--- src/rtl/facet_height_flatten_assert.svh ---
// Assertion macros for the facet height flatten block.
`ifndef FACET_HEIGHT_FLATTEN_ASSERT_SVH
`define FACET_HEIGHT_FLATTEN_ASSERT_SVH
`ifndef SYNTH
`define FHF_ASSERT(label, clk, rst_n, cond, msg) \
  label: assert property (@(posedge clk) disable iff (!rst_n) (cond)) else $error(msg);
`define FHF_ASSERT_IMP(label, clk, rst_n, ante, cons, msg) \
  label: assert property (@(posedge clk) disable iff (!rst_n) (ante) |=> (cons)) \
    else $error(msg);
`else
`define FHF_ASSERT(label, clk, rst_n, cond, msg)
`define FHF_ASSERT_IMP(label, clk, rst_n, ante, cons, msg)
`endif
`endif

--- src/rtl/fhf_pkg.sv ---
// Shared types and constants of the facet height flatten block.
`default_nettype none
package fhf_pkg;

  localparam int HW        = 32;
  localparam int DW        = HW + 1;
  localparam int POS_W     = 14;
  localparam int FACET_W   = 5;
  localparam int OFS_W     = 5;
  localparam int STR_W     = 17;
  localparam int WT_W      = 17;
  localparam int DATA_W    = 32;
  localparam int ADDR_W    = 3;
  localparam int INFL_W    = 2;

  localparam int QDEPTH    = 8;
  localparam int QIDX_W    = $clog2(QDEPTH);
  localparam int QCNT_W    = QIDX_W + 1;

  localparam logic [FACET_W-1:0] FACET_MIN = FACET_W'(2);
  localparam logic [FACET_W-1:0] MAX_FACET = FACET_W'(16);
  localparam logic [FACET_W-1:0] FACET_RST = FACET_W'(4);
  localparam logic [STR_W-1:0]   STR_ONE   = STR_W'(65536);

  localparam logic REG_FACET    = 1'b0;
  localparam logic REG_STRENGTH = 1'b1;

  typedef struct packed {
    logic [FACET_W-1:0] facet_size;
    logic [STR_W-1:0]   strength;
  } cfg_t;

  typedef struct packed {
    logic [HW-1:0]    base;
    logic [DW-1:0]    d1;
    logic [DW-1:0]    d2;
    logic [OFS_W-1:0] m1;
    logic [OFS_W-1:0] m2;
    logic [HW-1:0]    cur;
    logic [STR_W-1:0] t;
    logic             changed;
  } job_t;

  typedef struct packed {
    logic [QCNT_W-1:0] count;
    logic              full;
    logic              empty;
  } qstat_t;

endpackage
`default_nettype wire

--- src/rtl/fhf_front.sv ---
// Front end: cell offsets, triangle choice and blend factor per pixel.
`default_nettype none
module fhf_front import fhf_pkg::*; (
  input  wire logic             clk,
  input  wire logic             rst_n,
  input  wire cfg_t             cfg,
  input  wire logic             acc,
  input  wire logic [POS_W-1:0] pos_x,
  input  wire logic [POS_W-1:0] pos_y,
  input  wire logic [HW-1:0]    height_a,
  input  wire logic [HW-1:0]    height_b,
  input  wire logic [HW-1:0]    height_c,
  input  wire logic [HW-1:0]    height_d,
  input  wire logic [HW-1:0]    current_height,
  input  wire logic [WT_W-1:0]  pixel_weight,
  output logic                  push,
  output job_t                  job,
  output logic [INFL_W-1:0]     inflight
);

  localparam int RECIP_W = 18;
  localparam int QP_W    = POS_W + RECIP_W;
  localparam int WS_W    = WT_W + STR_W;
  localparam logic [WS_W-1:0] RND_HALF = WS_W'(32768);

  function automatic logic [RECIP_W-1:0] recip(input logic [FACET_W-1:0] f);
    logic [RECIP_W-1:0] r;
    case (f)
      5'd2:    r = 18'd131072;
      5'd3:    r = 18'd87382;
      5'd4:    r = 18'd65536;
      5'd5:    r = 18'd52429;
      5'd6:    r = 18'd43691;
      5'd7:    r = 18'd37450;
      5'd8:    r = 18'd32768;
      5'd9:    r = 18'd29128;
      5'd10:   r = 18'd26215;
      5'd11:   r = 18'd23832;
      5'd12:   r = 18'd21846;
      5'd13:   r = 18'd20165;
      5'd14:   r = 18'd18725;
      5'd15:   r = 18'd17477;
      5'd16:   r = 18'd16384;
      default: r = 18'd65536;
    endcase
    return r;
  endfunction

  logic [RECIP_W-1:0] rcp;
  logic [QP_W-1:0]    qx_prod, qy_prod;
  logic [WT_W-1:0]    wt_cl;
  logic [WS_W-1:0]    ws_prod, ws_rnd;

  logic               v1_r, v2_r, v3_r;
  logic [POS_W-1:0]   x1_r, y1_r, qx1_r, qy1_r;
  logic [HW-1:0]      ha1_r, hb1_r, hc1_r, hd1_r, cur1_r;
  logic [WS_W-1:0]    ws1_r;
  logic               chg1_r;

  logic [POS_W-1:0]   rx, ry;
  logic [OFS_W-1:0]   du2_r, dv2_r;
  logic [HW-1:0]      ha2_r, hb2_r, hc2_r, hd2_r, cur2_r;
  logic [STR_W-1:0]   t2_r;
  logic               chg2_r;

  logic [OFS_W:0]     uv_sum;
  logic               abc;
  logic [DW-1:0]      sa, sb, sc, sd;
  job_t               job_nxt, job_r;

  assign rcp     = recip(cfg.facet_size);
  assign qx_prod = {{RECIP_W{1'b0}}, pos_x} * {{POS_W{1'b0}}, rcp};
  assign qy_prod = {{RECIP_W{1'b0}}, pos_y} * {{POS_W{1'b0}}, rcp};
  assign wt_cl   = (pixel_weight > STR_ONE) ? STR_ONE : pixel_weight;
  assign ws_prod = {{STR_W{1'b0}}, wt_cl} * {{WT_W{1'b0}}, cfg.strength};

  always_ff @(posedge clk) begin
    x1_r   <= pos_x;
    y1_r   <= pos_y;
    qx1_r  <= qx_prod[QP_W-1:RECIP_W];
    qy1_r  <= qy_prod[QP_W-1:RECIP_W];
    ha1_r  <= height_a;
    hb1_r  <= height_b;
    hc1_r  <= height_c;
    hd1_r  <= height_d;
    cur1_r <= current_height;
    ws1_r  <= ws_prod;
    chg1_r <= (wt_cl != '0);
  end

  assign rx     = x1_r - qx1_r * {{(POS_W-FACET_W){1'b0}}, cfg.facet_size};
  assign ry     = y1_r - qy1_r * {{(POS_W-FACET_W){1'b0}}, cfg.facet_size};
  assign ws_rnd = ws1_r + RND_HALF;

  always_ff @(posedge clk) begin
    du2_r  <= rx[OFS_W-1:0];
    dv2_r  <= ry[OFS_W-1:0];
    ha2_r  <= ha1_r;
    hb2_r  <= hb1_r;
    hc2_r  <= hc1_r;
    hd2_r  <= hd1_r;
    cur2_r <= cur1_r;
    t2_r   <= ws_rnd[16+STR_W-1:16];
    chg2_r <= chg1_r;
  end

  assign uv_sum = {1'b0, du2_r} + {1'b0, dv2_r};
  assign abc    = (uv_sum <= {1'b0, cfg.facet_size});
  assign sa     = {ha2_r[HW-1], ha2_r};
  assign sb     = {hb2_r[HW-1], hb2_r};
  assign sc     = {hc2_r[HW-1], hc2_r};
  assign sd     = {hd2_r[HW-1], hd2_r};

  always_comb begin
    job_nxt.cur     = cur2_r;
    job_nxt.t       = t2_r;
    job_nxt.changed = chg2_r;
    if (abc) begin
      job_nxt.base = ha2_r;
      job_nxt.m1   = du2_r;
      job_nxt.d1   = sb - sa;
      job_nxt.m2   = dv2_r;
      job_nxt.d2   = sc - sa;
    end else begin
      job_nxt.base = hd2_r;
      job_nxt.m1   = cfg.facet_size - du2_r;
      job_nxt.d1   = sc - sd;
      job_nxt.m2   = cfg.facet_size - dv2_r;
      job_nxt.d2   = sb - sd;
    end
  end

  always_ff @(posedge clk) begin
    job_r <= job_nxt;
  end

  always_ff @(posedge clk) begin
    if (!rst_n) begin
      v1_r <= 1'b0;
      v2_r <= 1'b0;
      v3_r <= 1'b0;
    end else begin
      v1_r <= acc;
      v2_r <= v1_r;
      v3_r <= v2_r;
    end
  end

  assign push     = v3_r;
  assign job      = job_r;
  assign inflight = {1'b0, v1_r} + {1'b0, v2_r} + {1'b0, v3_r};

endmodule
`default_nettype wire

--- config.mk ---
export PLATFORM = sky130hd
export DESIGN_NAME = fhf_front
export DESIGN_NICKNAME = d
export VERILOG_FILES = /design/src/rtl/facet_height_flatten_assert.svh /design/src/rtl/fhf_pkg.sv /design/src/rtl/fhf_front.sv
export SDC_FILE = /design/constraint.sdc
export NUM_CORES = 2
export LEC_CHECK = 0
export ABC_AREA = 1
export BUFFER_PORTS_ARGS = -buffer_cell sky130_fd_sc_hd__buf_2
export CAP_MARGIN = 10
export CELL_PAD_IN_SITES_DETAIL_PLACEMENT = 2
export CELL_PAD_IN_SITES_GLOBAL_PLACEMENT = 2
export CORE_MARGIN = 1.5
export CORE_UTILIZATION = 33
export CTS_BUF_LIST = sky130_fd_sc_hd__clkbuf_16
export DETAILED_ROUTE_END_ITERATION = 16
export PLACE_DENSITY = 0.75
export SETUP_SLACK_MARGIN = 0.05
export SYNTH_ARGS = -nofsm -noshare
export SYNTH_HDL_FRONTEND = slang
export SYNTH_SLANG_ARGS = --single-unit
--- constraint.sdc ---
create_clock -name clk -period 7.2 [get_ports clk]
set_input_delay 1.08 -clock clk [delete_from_list [all_inputs] [get_ports clk]]
set_output_delay 1.08 -clock clk [all_outputs]
set_load 0.02 [all_outputs]
==> reports/summary.txt <==
Final instance area -> 51100 um^2
Reg clk slew, reported paths -> 0.07 ns
Period utilisation layout -> 0.945
Clock latency on the worst-skew pair -> 0.67 ns
Slowest-stage cell, CP -> fa_1
Slew headroom -> 0.336
Max-Cap Viols -> 0
Total track usage -> 0.262
Share of layout cells above drive strength 1 -> 0.127
CTS Buf Count -> 59
Global-route wire length before repair -> 267 mm
FF+latch count, synth -> 548
Routed met1 length -> 73.2 mm
CTS tree -> done
Ys flop type -> dfxtp_1
Worst slew pin tran -> 0.988 ns
Top post-synthesis cells by count -> nand2_1 (1143), inv_1 (998), dfxtp_1 (548), fa_1 (543), nor2_1 (482)
Crit path arrival time -> 7.35 ns
Width of the chip -> 367 um
Register area share after synthesis -> 0.252
Yosys top cell area share -> 0.252
Fin Hold WS -> 0.318 ns
Starting density of the core -> 0.332
Power per cell area -> 372 nW/um^2
Layout Cells excl Fill -> 7672
Met3 WL -> 5.95 mm
Residual overflow from global routing -> 0
Number of global-route vias before repair -> 43800
Outcome -> finished clean
Syn avg cell area -> 8.20 um^2
Minimum clock period -> 6.80 ns
Synth-to-Final Area Change -> 17.1%
Mapped cell area -> 43600 um^2
Die Ht -> 367 um
Mapped Cells -> 5319
WHS Path Cells -> 0
Highest layer used for signal routing -> met4
Die area -> 134000 um^2
Final setup vio count -> 0
CP Capture Type -> register
CTS sink count -> 548
Synth Net Count -> 6477
Required @ worst endpoint -> 7.74 ns
Critical path peak fanout -> 4
Pleak -> 26.0 nW
Vias -> 37800
Max Root-Sink Buffers -> 3
Fmax achieved -> 147 MHz
Placed Cells -> 7556
Clock skew -> 0.0490 ns
Core Footprint -> 131000 um^2
IO Port Bufs -> 390
Crit Path Class -> input port to register
Fin nets -> 7020
Post-CTS Resized -> 0
Crit path buf inv count -> 8
Worst Slack Setup Final -> 0.396 ns
Unrepaired setup endpoints after global routing -> no
YS warnings -> 0
Hpwl dp -> 150 mm
Critical path's largest stage delay -> 0.55 ns
Worst VDD drop -> 0.447 mV
I/O Pins -> 391
Row Count -> 133
Wirelength per Cell -> 22.9 um
GP Congestion -> 0.962
Netlist cell types -> 55
Vias per std cell -> 4.92
H-tree levels -> 2
Cell mode on critical path -> fa_1
Critical path depth -> 29
Antenna violations before repair -> 13
Ys async rst share -> 0
Placed cell areas -> 49000 um^2
Sum of negative setup slack -> 0 ns
CTS Hold Bufs -> 0
Drt pass-1 iters -> 5
Hold crit path type -> register to register
Most common cell in the netlist -> nand2_1
Leading area contributor after synthesis -> dfxtp_1
# DRC -> 0
CP top delay family -> adder cells
Post-CTS setup buffers -> 0
Post-synth EDFFs -> 0
Clock Root Buffer -> clkbuf_16
Met2 routed WL -> 90.5 mm
Largest net degree at the start of global routing -> 66
Startpoint type of the worst setup path -> input port
Pre-CTS setup slack -> -0.306 ns
Iteration-0 DRC Markers -> 1510
Hold Vio Cnt, Final -> 0
Max Transition Viols Final -> 0
Synth top area cells -> dfxtp_1 (25%), fa_1 (25%), ha_1 (11%)
WL final -> 176 mm
Post-route ant nets -> 0
R2R depth -> 14
## final cells by class
cell class	instances	area (um^2)
Sequential cell	548	11000
Clock inverter	49	485
Timing Repair Buffer	607	3740
Inverter	1015	3810
Tap cell	1755	2200
Fill cell	15000	80200
Antenna cell	7	17.5
Clock buffer	60	1500
Multi-Input combinational cell	3631	28300
## registers in the layout, indices dropped and copies added (netlist names)
| name | count |
|---|---|
| hc2_r | 32 |
| qy1_r | 5 |
| chg1_r | 1 |
| cur2_r | 32 |
| dv2_r | 5 |
| y1_r | 5 |
| ha2_r | 32 |
| cur1_r | 32 |
| push | 1 |
| v1_r | 1 |
| hd1_r | 32 |
| t2_r | 17 |
| job | 158 |
| ws1_r | 18 |
| chg2_r | 1 |
| ha1_r | 32 |
| hb1_r | 32 |
| hb2_r | 32 |
| hd2_r | 32 |
| du2_r | 5 |
| qx1_r | 5 |
| hc1_r | 32 |
| x1_r | 5 |
| v2_r | 1 |
## worst reg2reg max path: stages (launching register included)
cell and delay (ns):
dfxtp_1 0.36, ha_1 0.24, fa_1 0.41, a21oi_1 0.16
o21ai_0 0.13, xor2_1 0.17, ha_1 0.31, nand2_1 0.06
nor2_1 0.09, a21o_1 0.16, nand2_4 0.24, inv_2 0.75
buf_4 0.44, nand2_1 0.09, o21ai_0 0.34
## report_power, final
part	internal, mW	leakage, nW	switching (mW)
combinational	4.18	20.4	7.46
sequential	3.82	4.62	0.411
clock	1.78	0.973	1.35
total	9.78	26.0	9.22
## placed cells by master (no fill, tap or decap), types with 83 or more instances in the layout
cell type	n
nand2_1	1141
inv_1	1005
dfxtp_1	548
fa_1	543
nor2_1	482
buf_2	390
ha_1	385
a21oi_1	261
buf_4	204
o21ai_0	195
nand3_1	169
xor2_1	83
## cells by family after synthesis
group / count (synthesis) / synth area share
buf+inv: 1140 / 0.0992
xor+xnor: 145 / 0.0291
fa+ha+maj: 928 / 0.360
compound gates: 584 / 0.0741
simple gates: 1970 / 0.185
flops: 548 / 0.252
mux: 4 / 0.000918
## metrics by stage
stage | total power, mW | utilization
floorplan | 11.2 | -
global placement | 15.4 | 0.374
detailed placement | 16.0 | 0.374
CTS | 19.3 | 0.389
global route | 20.7 | 0.389
finish | 19.0 | 0.389
## worst paths after layout
check,startpoint,to,slack [ns]
setup / recovery,cfg[18],qx1_r[4],0.40
hold / removal,hb1_r[30],hb2_r[30],0.32
setup reg to reg,du2_r[0],job[75],3.11
hold reg to reg,hb1_r[30],hb2_r[30],0.32
## per-layer routing
metal  global-route usage  up-vias
met5                    0        -
met4               0.0843        0
met3               0.0264      239
met2                0.481      725
met1                0.317    19300
li1                     -    17500
Power figures use the tool's default switching activity.
