[config.mk]
export PLATFORM = sky130hd
export DESIGN_NAME = fhf_regs
export DESIGN_NICKNAME = d
export VERILOG_FILES = /design/src/rtl/facet_height_flatten_assert.svh /design/src/rtl/fhf_pkg.sv /design/src/rtl/fhf_regs.sv
export SDC_FILE = /design/constraint.sdc
export NUM_CORES = 1
export LEC_CHECK = 0
export BUFFER_PORTS_ARGS = -buffer_cell sky130_fd_sc_hd__buf_4
export CAP_MARGIN = 20
export CORE_AREA = 10 10 69 71
export CTS_BUF_LIST = sky130_fd_sc_hd__clkbuf_16
export CTS_CLUSTER_SIZE = 10
export DETAILED_ROUTE_END_ITERATION = 6
export DIE_AREA = 0 0 79 81
export GPL_TIMING_DRIVEN = 0
export HOLD_SLACK_MARGIN = 0.15
export PLACE_DENSITY_LB_ADDON = 0.08
export SYNTH_ARGS = -nofsm -noshare
export SYNTH_HDL_FRONTEND = slang
export SYNTH_SLANG_ARGS = --single-unit
[constraint.sdc]
create_clock -name clk -period 0.9 [get_ports clk]
set_input_delay 0.045 -clock clk [delete_from_list [all_inputs] [get_ports clk]]
set_output_delay 0.045 -clock clk [all_outputs]
set_load 0.005 [all_outputs]
[src/rtl/facet_height_flatten_assert.svh]
// Assertion macros for the facet height flatten block.
`ifndef FACET_HEIGHT_FLATTEN_ASSERT_SVH
`define FACET_HEIGHT_FLATTEN_ASSERT_SVH
`ifndef SYNTH
`define FHF_ASSERT(label, clk, rst_n, cond, msg) \
  label: assert property (@(posedge clk) disable iff (!rst_n) (cond)) else $error(msg);
`define FHF_ASSERT_IMP(label, clk, rst_n, ante, cons, msg) \
  label: assert property (@(posedge clk) disable iff (!rst_n) (ante) |=> (cons)) \
    else $error(msg);
`else
`define FHF_ASSERT(label, clk, rst_n, cond, msg)
`define FHF_ASSERT_IMP(label, clk, rst_n, ante, cons, msg)
`endif
`endif

[src/rtl/fhf_pkg.sv]
// Shared types and constants of the facet height flatten block.
`default_nettype none
package fhf_pkg;

  localparam int HW        = 32;
  localparam int DW        = HW + 1;
  localparam int POS_W     = 14;
  localparam int FACET_W   = 5;
  localparam int OFS_W     = 5;
  localparam int STR_W     = 17;
  localparam int WT_W      = 17;
  localparam int DATA_W    = 32;
  localparam int ADDR_W    = 3;
  localparam int INFL_W    = 2;

  localparam int QDEPTH    = 8;
  localparam int QIDX_W    = $clog2(QDEPTH);
  localparam int QCNT_W    = QIDX_W + 1;

  localparam logic [FACET_W-1:0] FACET_MIN = FACET_W'(2);
  localparam logic [FACET_W-1:0] MAX_FACET = FACET_W'(16);
  localparam logic [FACET_W-1:0] FACET_RST = FACET_W'(4);
  localparam logic [STR_W-1:0]   STR_ONE   = STR_W'(65536);

  localparam logic REG_FACET    = 1'b0;
  localparam logic REG_STRENGTH = 1'b1;

  typedef struct packed {
    logic [FACET_W-1:0] facet_size;
    logic [STR_W-1:0]   strength;
  } cfg_t;

  typedef struct packed {
    logic [HW-1:0]    base;
    logic [DW-1:0]    d1;
    logic [DW-1:0]    d2;
    logic [OFS_W-1:0] m1;
    logic [OFS_W-1:0] m2;
    logic [HW-1:0]    cur;
    logic [STR_W-1:0] t;
    logic             changed;
  } job_t;

  typedef struct packed {
    logic [QCNT_W-1:0] count;
    logic              full;
    logic              empty;
  } qstat_t;

endpackage
`default_nettype wire

[src/rtl/fhf_regs.sv]
// Configuration registers behind the APB-style port.
`default_nettype none
module fhf_regs import fhf_pkg::*; (
  input  wire logic              clk,
  input  wire logic              rst_n,
  input  wire logic              psel,
  input  wire logic              penable,
  input  wire logic              pwrite,
  input  wire logic [ADDR_W-1:0] paddr,
  input  wire logic [DATA_W-1:0] pwdata,
  output logic      [DATA_W-1:0] prdata,
  output logic                   pready,
  output cfg_t                   cfg
);

  logic [FACET_W-1:0] facet_r, facet_nxt;
  logic [STR_W-1:0]   str_r, str_nxt;
  logic               wr;
  logic               idx;
  logic [FACET_W-1:0] fv;
  logic [STR_W-1:0]   sv;

  assign pready = 1'b1;
  assign wr     = psel & penable & pwrite & pready;
  assign idx    = paddr[ADDR_W-1];
  assign fv     = pwdata[FACET_W-1:0];
  assign sv     = pwdata[STR_W-1:0];

  always_comb begin
    facet_nxt = facet_r;
    str_nxt   = str_r;
    if (wr) begin
      case (idx)
        REG_FACET: begin
          if (fv < FACET_MIN) facet_nxt = FACET_MIN;
          else if (fv > MAX_FACET) facet_nxt = MAX_FACET;
          else facet_nxt = fv;
        end
        REG_STRENGTH: begin
          str_nxt = (sv > STR_ONE) ? STR_ONE : sv;
        end
        default: ;
      endcase
    end
  end

  always_ff @(posedge clk) begin
    if (!rst_n) begin
      facet_r <= FACET_RST;
      str_r   <= STR_ONE;
    end else begin
      facet_r <= facet_nxt;
      str_r   <= str_nxt;
    end
  end

  always_comb begin
    case (idx)
      REG_FACET:    prdata = {{(DATA_W-FACET_W){1'b0}}, facet_r};
      REG_STRENGTH: prdata = {{(DATA_W-STR_W){1'b0}}, str_r};
      default:      prdata = '0;
    endcase
  end

  assign cfg.facet_size = facet_r;
  assign cfg.strength   = str_r;

endmodule
`default_nettype wire

==> results.toml, run 1 <==
[outcome]
status = "complete, but fails checks"
violations = "negative setup slack"

[yosys]
synth_ff_type = "dfxtp_1"
syn-cell-area_mm2 = 0.001082
ys_warn_count = 0
synth_edf_count = 0
async_flop_share_pct = 0
synthCells = 108
ys_ff_latch = 22
ys_seq_area_share_pct = 40.69
syn_avg_cell_area_um2 = 10.02
synth_cell_types = 27

[placement]
gp_congestion = 0.7231
dp_hpwl_mm = 2.747
portBuffers = 61

[global_routing]
grt_pass1_vias = 1210
antenna_found_initial = 0
grt_pass1_wl_mm = 6.016
track_usage_pct = 11.45
grt_max_degree = 13
grt_overflow = 0

[pwr]
pwr-share-seq_pct = 42.7
power.switching_w = 0.0004981
power.clock.fraction_pct = 39.3
vdd_drop_max_mv = 0.6874
power.density_mw_per_mm2 = 1142
pwr-share-comb_pct = 18.0
swShare_pct = 21.25
p_leak_nw = 1.020
intPower_w = 0.001846

[floorplanning]
die_height_um = 81
coreArea_mm2 = 0.003523
start_util_pct = 30.72
die_w_um = 79
rows = 22
ioPinCount = 95
die-area_mm2 = 0.006399

[clocking]
htreeDepth = 1
clk_path_buf_depth = 2
path_clk_slew_ps = 60
cts_tree = "done"
clkLatencyLatePin_ps = 250
cts_buffers = 3
ctsRootBufferMaster = "clkbuf_16"
cts.sinks = 22

[layout]
diodes = 0
final_common_cell = "buf_4"
fill_cells = 323
utilization_pct = 58.24
drive_gt1_share_pct = 54.88
nets = 256
syn2layout_area_growth_pct = 89.60
layout_common_cells = "buf_4 (82), conb_1 (16), dlygate4sd3_1 (16)"

[drt]
route.vias.total = 1148
drt_iter0_drc = 31
wl_mm = 3.785
drc_errors = 0
wl_per_cell_um = 14.39
antenna_left = 0
firstDrtPassIters = 4
via_per_inst = 4.365

[timing]
max_freq_ghz = 0.9994
finalCriticalPeriod_ps = 1001
rsz0062_at_grt = "true"
skew_ps = 0
final-hold-violation-count = 0
report.final.slew_viol_count = 0
setup_tns_ps = -705.5
hold-worst-slack_ps = 123.8
setup-violations-final = 18
setup_ws_ps = -100.6
fin_crit_sh_pct = 111.2

[setup_path]
crit_fanout = 2
critPathArrivalTime_ps = 960
crit_required_ps = 850
critical_path_class = "register to output port"
endpoint_kind = "output port"
start_kind = "register"

[worst_hold_path]
hp-class = "primary input to register"

[job]
maxCapViolations = 0
==> critical path, cell delays in order, from the launching register on <==
cell and delay [ps]:
dfxtp_2 320, mux2_4 270, buf_6 120
==> worst paths after layout <==
path	depth (start not counted)	slack [ps]	endpoint	start
worst min register to register	1	470	str_r[5]$_SDFFE_PN0P_	str_r[5]$_SDFFE_PN0P_
worst max register to register	2	140	str_r[2]$_SDFFE_PN0P_	str_r[2]$_SDFFE_PN0P_
worst min-delay path	3	120	facet_r[1]$_SDFFE_PN0P_	pwdata[3]
worst max-delay path	2	-100	prdata[2]	facet_r[2]$_SDFFE_PN1P_
==> power groups by stage <==
| stage | combinational [W] | sequential, W | clock (W) |
|---|---|---|---|
| after floorplan | 0.000160 | 0.00102 | 0 |
| after global placement | 0.000320 | 0.00102 | 0 |
| after detailed placement | 0.000324 | 0.00102 | 0 |
| after CTS | 0.000398 | 0.00100 | 0.000952 |
| after global routing | 0.000461 | 0.00100 | 0.000988 |
| final | 0.000422 | 0.00100 | 0.000921 |
==> routing by layer <==
metal  vias to the layer above  global-route usage, %  routed length (um)
met3                         4                  4.967                 368
met5                         -                      0                   0
met4                         0                  2.867                  35
li1                        575                      -                   -
met1                       526                  11.20                1392
met2                        43                  21.70                1989
==> sequential cells by signal (all words and copies together), names as in the netlist <==
register,cells
facet_r,5
str_r,17
==> metrics by stage <==
step	setup WS (ps)	power (W)	area (um2)	cells
floorplan	7.010	0.001182	1139	122
global route	-126.2	0.002451	2052	263
global placement	-184.3	0.001342	1657	231
CTS	-97.60	0.002350	1989	259
finish	-100.6	0.002344	2052	263
detailed placement	-192.4	0.001347	1657	231
==> area by class of cell <==
cell class                 count  area (um2)  area share (%)
clock inverter                 1       3.754          0.1829
tap                           48       60.06           2.927
multi-input combinational     76       543.0           26.46
timing repair buffer          89       737.0           35.91
inverter                       2       7.507          0.3659
sequential                    22       455.4           22.20
buffer                        22       170.2           8.293
clock buffer                   3       75.07           3.659
==> cells in the mapped netlist (2+ instances only) <==
library cell | n | area, um2
dfxtp_1 | 22 | 440.4
buf_4 | 17 | 127.6
a32o_1 | 14 | 140.1
and2_1 | 12 | 75.07
nand2_1 | 8 | 30.03
mux2_2 | 5 | 56.30
a21boi_1 | 3 | 22.52
a21boi_0 | 2 | 15.01
and2_4 | 2 | 17.52
buf_6 | 2 | 22.52
clkbuf_1 | 2 | 7.510
conb_1 | 2 | 7.510
nand3_1 | 2 | 10.01
nand4b_1 | 2 | 17.52
==> timing repair <==
| item | 4_1_cts | 5_1_grt |
|---|---|---|
| hold buffers | 14 | 4 |
| endpoints found under the hold margin | 22 | 8 |
| setup endpoints to repair | 15 | 24 |
| resized for setup | 18 | 9 |
| pin swaps | 0 | 1 |
| buffers inserted | 10 | 0 |
==> cells by family (layout without fill, tap and decap cells) <==
kind of cell,after synthesis,in the layout,synth area share [%]
buf+inv,24,117,15.72
simple gates,32,32,18.73
flops,22,22,40.69
other cells,2,16,0.6939
compound gates,23,23,18.96
mux,5,5,5.202
No activity file was read; power rests on OpenSTA's default activity.
==> run 2, diff against run 1 <==
- GPL_TIMING_DRIVEN: 0 -> unset
- HOLD_SLACK_MARGIN: 0.15 -> 0.05
==> results.toml, run 2 (synthesized netlist as in run 1, its figures left out) <==
[setup_path]
endpoint = "prdata[0]"
crit_fanout = 2
crit_required_ps = 850
timing.rr.start = "str_r[2]$_SDFFE_PN0P_"
critPathArrivalTime_ps = 960
rrSetupSlack_ps = 140
start_kind = "register"
r2r_cells = 2
critical_path_class = "register to output port"
r2r_end = "str_r[2]$_SDFFE_PN0P_"
endpoint_kind = "output port"
crit_path_start = "facet_r[0]$_SDFFE_PN0P_"

[pwr]
power.density_mw_per_mm2 = 1185
finalPower_w = 0.002266
p_leak_nw = 0.9278
vdd_drop_max_mv = 0.7688

[clocking]
cts_buffers = 3
cts.sinks = 22
clkLatencyLatePin_ps = 250
path_clk_slew_ps = 60
htreeDepth = 1
clk_path_buf_depth = 2
ctsRootBufferMaster = "clkbuf_16"
cts_tree = "done"

[drt]
wl_per_cell_um = 15.11
drc_errors = 0
via_per_inst = 4.383
drt_iter0_drc = 37
firstDrtPassIters = 4
route.vias.total = 1065
wl_mm = 3.671
antenna_left = 0

[floorplanning]
start_util_pct = 30.72
die-area_mm2 = 0.006399
rows = 22
die_w_um = 79
ioPinCount = 95
die_height_um = 81
coreArea_mm2 = 0.003523

[job]
maxCapViolations = 0

[layout]
syn2layout_area_growth_pct = 76.65
layout_common_cells = "buf_4 (76), dfxtp_2 (21), conb_1 (16)"
drive_gt1_share_pct = 61.54
reg_top3 = "str_r x17, facet_r x5"
nets = 237
diodes = 0
final_common_cell = "buf_4"
largest_reg_flops = 17
regMostFlops = "str_r"

[global_routing]
grt_overflow = 0
track_usage_pct = 11.00
grt_pass1_vias = 1143
grt_pass1_wl_mm = 5.809
grt_max_degree = 15
antenna_found_initial = 0

[timing]
setup_tns_ps = -470.9
report.final.slew_viol_count = 0
setup_ws_ps = -101.4
max_freq_ghz = 0.9986
fin_crit_sh_pct = 111.3
setup-violations-final = 5
rsz0062_at_grt = "true"
finalCriticalPeriod_ps = 1001
final-hold-violation-count = 0
skew_ps = 0

[outcome]
violations = "negative setup slack"
status = "complete, but fails checks"

[placement]
portBuffers = 61
dp_hpwl_mm = 2.656
gp_congestion = 0.7423

[worst_hold_path]
hp-class = "primary input to register"
## run 2: cell count changes in the layout (fill, tap and decap cells not counted), moves of 4 or more
cell / previous run / this run
buf_4: 82 / 76
dfxtp_2: 12 / 21
dfxtp_1: 10 / 1
dlygate4sd3_1: 16 / 10
and2_1: 11 / 7
and2_4: 3 / 7
## run 2: repair_timing
item,CTS,global route
hold buffers,10,0
setup buffers,10,1
endpoints found under the setup margin,5,16
endpoints found under the hold margin,10,0
resized for setup,19,17
## run 2: how the worst min path moves through the flow
stage | start | to | cells past startpoint
after detailed placement | pwdata[12] | str_r[12]$_SDFFE_PN0P_ | 2
final | rst_n | facet_r[2]$_SDFFE_PN1P_ | 2
after floorplan | rst_n | facet_r[2]$_SDFFE_PN1P_ | 1
after CTS | rst_n | facet_r[2]$_SDFFE_PN1P_ | 2
after global placement | pwdata[11] | str_r[11]$_SDFFE_PN0P_ | 2
after global routing | rst_n | facet_r[2]$_SDFFE_PN1P_ | 2
## run 2: cell type report
type	count	area, um2
Clock buffer	3	75.07
Fill cell	346	1612
Tap cell	48	60.06
Sequential cell	22	466.7
Timing Repair Buffer	92	747.0
Multi-Input combinational cell	76	555.5
Inverter	2	7.507
## run 2: metal layers
metal	track usage [%]	wire (um)	share of wire, %
met1	12.21	1475	40
met2	19.49	1859	51
met3	4.415	328	8.9
met4	2.151	8	0.22
met5	0	0	0
## run 2: power by group
part           switching [W]  total (W)  internal [W]  leakage (nW)
sequential        0.00000989    0.00100      0.000992         0.186
clock               0.000322   0.000908      0.000585        0.0370
combinational       0.000148   0.000357      0.000209         0.704
## run 2: worst max-delay path, cell delays in order (launching register included)
cell and delay, ps:
dfxtp_2 320, mux2_4 270, buf_6 120
## run 2: metrics by stage
stage | worst slack [ps] | hold slack (ps) | util, % | cell area, um2 | instances
global route | -123.5 | 62.59 | 54.26 | 1912 | 243
global placement | -74.18 | 283.4 | 44.78 | 1578 | 219
CTS | -99.89 | 51.08 | 53.20 | 1874 | 242
floorplan | 7.010 | 123.4 | - | 1139 | 122
detailed placement | -83.46 | 287.1 | 44.78 | 1578 | 219
finish | -101.4 | 52.93 | 54.26 | 1912 | 243
