==> config.mk <==
export PLATFORM = sky130hd
export DESIGN_NAME = fhf_back
export DESIGN_NICKNAME = d
export VERILOG_FILES = /design/src/rtl/facet_height_flatten_assert.svh /design/src/rtl/fhf_pkg.sv /design/src/rtl/fhf_back.sv
export SDC_FILE = /design/constraint.sdc
export NUM_CORES = 2
export LEC_CHECK = 0
export ABC_AREA = 1
export BUFFER_PORTS_ARGS = -buffer_cell sky130_fd_sc_hd__buf_2
export CORE_MARGIN = 2
export CORE_UTILIZATION = 39
export DETAILED_ROUTE_END_ITERATION = 16
export HOLD_SLACK_MARGIN = 0.1
export SLEW_MARGIN = 20
export SYNTH_ARGS = -nofsm -noshare
export SYNTH_HDL_FRONTEND = slang
export SYNTH_SLANG_ARGS = --single-unit
==> constraint.sdc <==
create_clock -name clk -period 17 [get_ports clk]
set_clock_uncertainty 0.15 [all_clocks]
set_input_delay 3.4 -clock clk [delete_from_list [all_inputs] [get_ports clk]]
set_output_delay 3.4 -clock clk [all_outputs]
set_load 0.01 [all_outputs]
==> src/rtl/facet_height_flatten_assert.svh <==
// Assertion macros for the facet height flatten block.
`ifndef FACET_HEIGHT_FLATTEN_ASSERT_SVH
`define FACET_HEIGHT_FLATTEN_ASSERT_SVH
`ifndef SYNTH
`define FHF_ASSERT(label, clk, rst_n, cond, msg) \
  label: assert property (@(posedge clk) disable iff (!rst_n) (cond)) else $error(msg);
`define FHF_ASSERT_IMP(label, clk, rst_n, ante, cons, msg) \
  label: assert property (@(posedge clk) disable iff (!rst_n) (ante) |=> (cons)) \
    else $error(msg);
`else
`define FHF_ASSERT(label, clk, rst_n, cond, msg)
`define FHF_ASSERT_IMP(label, clk, rst_n, ante, cons, msg)
`endif
`endif

==> src/rtl/fhf_pkg.sv <==
// Shared types and constants of the facet height flatten block.
`default_nettype none
package fhf_pkg;

  localparam int HW        = 32;
  localparam int DW        = HW + 1;
  localparam int POS_W     = 14;
  localparam int FACET_W   = 5;
  localparam int OFS_W     = 5;
  localparam int STR_W     = 17;
  localparam int WT_W      = 17;
  localparam int DATA_W    = 32;
  localparam int ADDR_W    = 3;
  localparam int INFL_W    = 2;

  localparam int QDEPTH    = 8;
  localparam int QIDX_W    = $clog2(QDEPTH);
  localparam int QCNT_W    = QIDX_W + 1;

  localparam logic [FACET_W-1:0] FACET_MIN = FACET_W'(2);
  localparam logic [FACET_W-1:0] MAX_FACET = FACET_W'(16);
  localparam logic [FACET_W-1:0] FACET_RST = FACET_W'(4);
  localparam logic [STR_W-1:0]   STR_ONE   = STR_W'(65536);

  localparam logic REG_FACET    = 1'b0;
  localparam logic REG_STRENGTH = 1'b1;

  typedef struct packed {
    logic [FACET_W-1:0] facet_size;
    logic [STR_W-1:0]   strength;
  } cfg_t;

  typedef struct packed {
    logic [HW-1:0]    base;
    logic [DW-1:0]    d1;
    logic [DW-1:0]    d2;
    logic [OFS_W-1:0] m1;
    logic [OFS_W-1:0] m2;
    logic [HW-1:0]    cur;
    logic [STR_W-1:0] t;
    logic             changed;
  } job_t;

  typedef struct packed {
    logic [QCNT_W-1:0] count;
    logic              full;
    logic              empty;
  } qstat_t;

endpackage
`default_nettype wire

==> src/rtl/fhf_back.sv <==
// Back end: facet plane interpolation, rounded divide by the cell size, blend.
`default_nettype none
module fhf_back import fhf_pkg::*; (
  input  wire logic        clk,
  input  wire logic        rst_n,
  input  wire cfg_t        cfg,
  input  wire logic        take,
  input  wire job_t        job,
  output logic             res_strobe,
  output logic [HW-1:0]    res_new_height,
  output logic [HW-1:0]    res_facet_height,
  output logic             res_changed
);

  localparam int PW    = DW + OFS_W + 1;
  localparam int NW    = PW + 2;
  localparam int UW    = NW - 1;
  localparam int CH    = 8;
  localparam int NDIV  = UW / CH;
  localparam int RW    = FACET_W + 1;
  localparam int FW    = UW + 1;
  localparam int PRW   = DW + STR_W + 1;
  localparam logic signed [PRW-1:0] RND_HALF = PRW'(32768);

  typedef struct packed {
    logic [HW-1:0]    base;
    logic [HW-1:0]    cur;
    logic [STR_W-1:0] t;
    logic             changed;
  } side_t;

  function automatic logic [RW+CH-1:0] div_step(input logic [RW-1:0] rem_in,
                                                input logic [CH-1:0] chunk,
                                                input logic [RW-1:0] d);
    logic [RW-1:0] rem;
    logic [RW-1:0] tv;
    logic [CH-1:0] q;
    rem = rem_in;
    q   = '0;
    for (int i = CH - 1; i >= 0; i--) begin
      tv = {rem[RW-2:0], chunk[i]};
      if (tv >= d) begin
        rem  = tv - d;
        q[i] = 1'b1;
      end else begin
        rem  = tv;
      end
    end
    return {rem, q};
  endfunction

  function automatic logic [HW-1:0] sat_hw(input logic [FW-1:0] v);
    logic [FW-HW:0] top;
    top = v[FW-1:HW-1];
    if ((&top) || !(|top)) return v[HW-1:0];
    else if (v[FW-1]) return {1'b1, {(HW-1){1'b0}}};
    else return {1'b0, {(HW-1){1'b1}}};
  endfunction

  logic [RW-1:0]        dvs;
  assign dvs = {cfg.facet_size, 1'b0};

  // products
  logic                 v1_r;
  logic signed [PW-1:0] p1_r, p2_r;
  side_t                s1_r;

  always_ff @(posedge clk) begin
    p1_r <= $signed({1'b0, job.m1}) * $signed(job.d1);
    p2_r <= $signed({1'b0, job.m2}) * $signed(job.d2);
    s1_r <= '{base: job.base, cur: job.cur, t: job.t, changed: job.changed};
  end

  // rounding numerator, sign folded
  logic                 v2_r;
  logic [NW-1:0]        nsum, nnum;
  logic [UW-1:0]        u2_r;
  logic                 neg2_r;
  side_t                s2_r;

  assign nsum = {{2{p1_r[PW-1]}}, p1_r} + {{2{p2_r[PW-1]}}, p2_r};
  assign nnum = {nsum[NW-2:0], 1'b0} + {{(NW-FACET_W){1'b0}}, cfg.facet_size};

  always_ff @(posedge clk) begin
    neg2_r <= nnum[NW-1];
    u2_r   <= nnum[NW-1] ? ~nnum[UW-1:0] : nnum[UW-1:0];
    s2_r   <= s1_r;
  end

  // divider stages, eight quotient bits each
  logic [UW-1:0] dvd_r [NDIV];
  logic [UW-1:0] quo_r [NDIV];
  logic [RW-1:0] rem_r [NDIV];
  logic          dneg_r [NDIV];
  side_t         ds_r [NDIV];
  logic          dv_r [NDIV];

  logic [UW-1:0]       src_dvd [NDIV];
  logic [UW-1:0]       src_quo [NDIV];
  logic [RW-1:0]       src_rem [NDIV];
  logic [RW+CH-1:0]    stp [NDIV];

  always_comb begin
    for (int k = 0; k < NDIV; k++) begin
      if (k == 0) begin
        src_dvd[k] = u2_r;
        src_quo[k] = '0;
        src_rem[k] = '0;
      end else begin
        src_dvd[k] = dvd_r[k-1];
        src_quo[k] = quo_r[k-1];
        src_rem[k] = rem_r[k-1];
      end
      stp[k] = div_step(src_rem[k], src_dvd[k][UW-1:UW-CH], dvs);
    end
  end

  always_ff @(posedge clk) begin
    for (int k = 0; k < NDIV; k++) begin
      dvd_r[k] <= {src_dvd[k][UW-CH-1:0], {CH{1'b0}}};
      quo_r[k] <= {src_quo[k][UW-CH-1:0], stp[k][CH-1:0]};
      rem_r[k] <= stp[k][RW+CH-1:CH];
      if (k == 0) begin
        dneg_r[k] <= neg2_r;
        ds_r[k]   <= s2_r;
      end else begin
        dneg_r[k] <= dneg_r[k-1];
        ds_r[k]   <= ds_r[k-1];
      end
    end
  end

  // facet height
  logic            v8_r;
  logic [UW-1:0]   qsig;
  logic [FW-1:0]   fsum;
  logic [HW-1:0]   facet8_r;
  side_t           s8_r;

  assign qsig = dneg_r[NDIV-1] ? ~quo_r[NDIV-1] : quo_r[NDIV-1];
  assign fsum = {{(FW-HW){ds_r[NDIV-1].base[HW-1]}}, ds_r[NDIV-1].base}
              + {{(FW-UW){qsig[UW-1]}}, qsig};

  always_ff @(posedge clk) begin
    facet8_r <= sat_hw(fsum);
    s8_r     <= ds_r[NDIV-1];
  end

  // blend product
  logic                  v9_r;
  logic [DW-1:0]         diff;
  logic signed [PRW-1:0] prod9_r;
  logic [HW-1:0]         facet9_r;
  side_t                 s9_r;

  assign diff = {facet8_r[HW-1], facet8_r} - {s8_r.cur[HW-1], s8_r.cur};

  always_ff @(posedge clk) begin
    prod9_r  <= $signed(diff) * $signed({1'b0, s8_r.t});
    facet9_r <= facet8_r;
    s9_r     <= s8_r;
  end

  // rounded blend and output register
  logic signed [PRW-1:0] prnd, pshift;
  logic [FW-1:0]         nh_sum;
  logic                  o_v_r;
  logic [HW-1:0]         o_nh_r, o_fh_r;
  logic                  o_chg_r;

  assign prnd   = prod9_r + RND_HALF;
  assign pshift = prnd >>> 16;
  assign nh_sum = {{(FW-HW){s9_r.cur[HW-1]}}, s9_r.cur} + pshift[FW-1:0];

  always_ff @(posedge clk) begin
    o_nh_r  <= s9_r.changed ? sat_hw(nh_sum) : s9_r.cur;
    o_fh_r  <= facet9_r;
    o_chg_r <= s9_r.changed;
  end

  always_ff @(posedge clk) begin
    if (!rst_n) begin
      v1_r  <= 1'b0;
      v2_r  <= 1'b0;
      v8_r  <= 1'b0;
      v9_r  <= 1'b0;
      o_v_r <= 1'b0;
      for (int k = 0; k < NDIV; k++) dv_r[k] <= 1'b0;
    end else begin
      v1_r <= take;
      v2_r <= v1_r;
      for (int k = 0; k < NDIV; k++) begin
        if (k == 0) dv_r[k] <= v2_r;
        else dv_r[k] <= dv_r[k-1];
      end
      v8_r  <= dv_r[NDIV-1];
      v9_r  <= v8_r;
      o_v_r <= v9_r;
    end
  end

  assign res_strobe       = o_v_r;
  assign res_new_height   = o_nh_r;
  assign res_facet_height = o_fh_r;
  assign res_changed      = o_chg_r;

endmodule
`default_nettype wire

==> impl_metrics.csv <==
group,metric,value,unit
status,status,"finished, final reports clean",
placed_design,post-dp-hpwl,159000,um
run,maxCapViolations,0,
clock_tree,clk_path_buf_depth,3,
sta,slew_viol_final,0,
logic_synthesis,synth_ff_type,"dfxtp_1",
global_routing,grt_overflow,0,
logic_synthesis,syn-instance-count,8971,
logic_synthesis,yosysWarnings,0,
sta,period_needed,15.36,ns
drt,drcViolationCount,0,
drt,postRouteAntennaNets,0,
clock_tree,cts_resized,0,
floorplan,die_w,444,um
clock_tree,tritoncts,"yes",
logic_synthesis,synth.net_count,10500,
clock_tree,cts_max_level,3,
drt,vias,56700,
sta,finalHoldViolCount,0,
critical_path,required,17.52,ns
clock_tree,cts_root_buf,"clkbuf_16",
drt,drt_iter0_drc,3650,
layout,most-common-layout-cells,"2040 x nand2_1, 1726 x inv_1, 1173 x dfxtp_1",
layout,final_common_cell,"nand2_1",
floorplan,row_count,161,
critical_path,critPathMaxStageDelay,0.46,ns
clock_tree,path_clk_slew,0.06,ns
floorplan,die_h,444,um
floorplan,coreArea,193000,sq um
critical_path,slowest_stage,"a21oi_1",
logic_synthesis,async_reset_ff_share,0,%
critical_path,cpMostUsedCell,"inv_1",
placed_design,port_buffers,231,
global_routing,grt_pass1_wl,313000,um
sta,finalSetupViolations,0,
global_routing,gr-usage-all-layers,19.9,%
sta,setup_tns,0,ns
global_routing,grt_max_degree,43,
floorplan,die_area,197000,sq um
critical_path,worst-setup-path-type,"primary input to flip-flop",
global_routing,antenna_found_initial,6,
clock_tree,postCtsSetupBuffers,0,
sta,tightest_slew,1.12,ns
drt,post_drt_wl_per_cell,16.6,um
logic_synthesis,synth_area,75600,sq um
logic_synthesis,synth_seq_cells,1176,
sta,grt_setup_unrepaired,"no",
layout,drive_above_1_share,6.30,%
sta,setup_slack,1.64,ns
drt,wl,196000,um
layout,final_area,83900,sq um
sta,max_freq,0.0651,GHz
logic_synthesis,avgSynthCellArea,8.42,sq um
layout,nNetsFinal,10800,
worst_hold_path,hp-class,"flip-flop to flip-flop",
floorplan,io_pins,249,
critical_path,arrival,15.88,ns
global_routing,first_global_vias,58300,
placed_design,pre_cts_ws,0.872,ns
clock_tree,hold_buffers,0,
layout,fillers,19000,
sta,relSlewSlack,25.6,%
logic_synthesis,synth.distinct_cells,55,
layout,area_growth,11.0,%
critical_path,cp-end-kind,"flip-flop",
placed_design,placed_cell_area,79600,sq um
placed_design,place.gp.congestion,0.939,
clock_tree,clk_latency,0.79,ns
critical_path,worstPathMaxFanout,9,
clock_tree,numCtsBuffers,117,
drt,viasPerCell,4.79,
floorplan,start_util,39.2,%
critical_path,start_kind,"primary input",
logic_synthesis,seq_area_frac_synth,31.2,%
clock_tree,cts_sinks,1176,
logic_synthesis,synth_edf_count,0,
sta,timing.final.crit_share,90.4,%
drt,drt_pass1_iterations,6,
-- worst max-delay path, delay by kind of cell --
| kind | cells | cell delay [ns] |
|---|---|---|
| and+or+nand+nor | 20 | 2.11 |
| muxes | 2 | 0.73 |
| adders and majority gates | 8 | 2.58 |
| AOI/OAI and AO/OA | 27 | 5.38 |
| buffers and inverters | 16 | 1.62 |
-- layout make-up --
cell class              count  area [sq um]  area share, %
diodes                      1          2.50        0.00298
clock inverters            74          1020           1.22
multi-input cells        5897         44900           53.5
flip-flops and latches   1176         23500           28.1
inverters                1738          6530           7.78
repair buffers            273          1470           1.75
well taps                2526          3160           3.77
clock buffers             149          3240           3.86
-- path summary, 6_finish.rpt --
path | start | to | slack [ns] | depth (start not counted)
max | cfg[19] | rem_r[0][20] | 1.64 | 73
min reg2reg | ds_r[0][198] | ds_r[0][280] | 0.15 | 0
min | ds_r[0][198] | ds_r[0][280] | 0.15 | 0
max reg2reg | rem_r[0][14] | rem_r[0][20] | 4.23 | 71
-- cell families (layout without fill, tap and decap cells) --
group | Yosys count | after routing | share of synthesized area, %
muxes | 13 | 13 | 0.189
and+or+nand+nor | 3200 | 3200 | 17.2
other | 0 | 1 | 0
xor gates and xnor gates | 354 | 354 | 4.11
buffers and inverters | 1898 | 2234 | 9.49
adders and majority gates | 1392 | 1392 | 30.8
AOI/OAI and AO/OA | 938 | 938 | 7.07
DFF | 1176 | 1176 | 31.2
-- cells in the mapped netlist, drive strengths merged (13+ instances only) --
cell type,count,share of area (%)
dfxtp,1176,31
buf,19,0.15
o21bai,27,0.27
nor3,57,0.38
nor2,653,3.3
a21boi,24,0.24
clkbuf,141,0.70
or2,49,0.41
nand2,2046,10
fa,777,21
a221oi,27,0.31
xnor2,85,1.0
nand4,85,0.70
a21o,55,0.55
nand3,272,1.9
o211ai,13,0.13
o21ai,282,1.9
a21oi,397,2.6
nor4,16,0.13
inv,1734,8.6
a211oi,13,0.13
ha,615,10
a31oi,47,0.39
xor2,269,3.1
o21a,26,0.26
nand3b,14,0.14
-- metal layers --
| layer | up-vias | global-route usage (%) | wire, um |
|---|---|---|---|
| li1 | 28100 | - | - |
| met1 | 26900 | 26.7 | 90200 |
| met2 | 1487 | 33.0 | 90000 |
| met3 | 309 | 3.19 | 10900 |
| met4 | 6 | 5.92 | 5260 |
| met5 | - | 0 | 43 |
-- sequential cells by signal (all words and copies together) (netlist names), 32 cells and up --
register / flops
s8_r: 50
dvd_r: 80
ds_r: 410
facet9_r: 32
s9_r: 33
res_new_height: 32
facet8_r: 32
res_facet_height: 32
prod9_r: 36
quo_r: 120
p1_r: 39
u2_r: 40
s1_r: 82
p2_r: 39
s2_r: 82
-- per-stage QoR --
step                utilization (%)  instances  hold WS, ns
floorplan                         -       8971        0.160
global placement               41.3      11600        0.160
detailed placement             41.3      11600        0.162
CTS                            43.5      11800        0.135
global route                   43.5      11800        0.133
finish                         43.5      11800        0.151
Power is not shown: default switching activity piles up to over one toggle a cycle in this logic, so the estimate is an artifact.
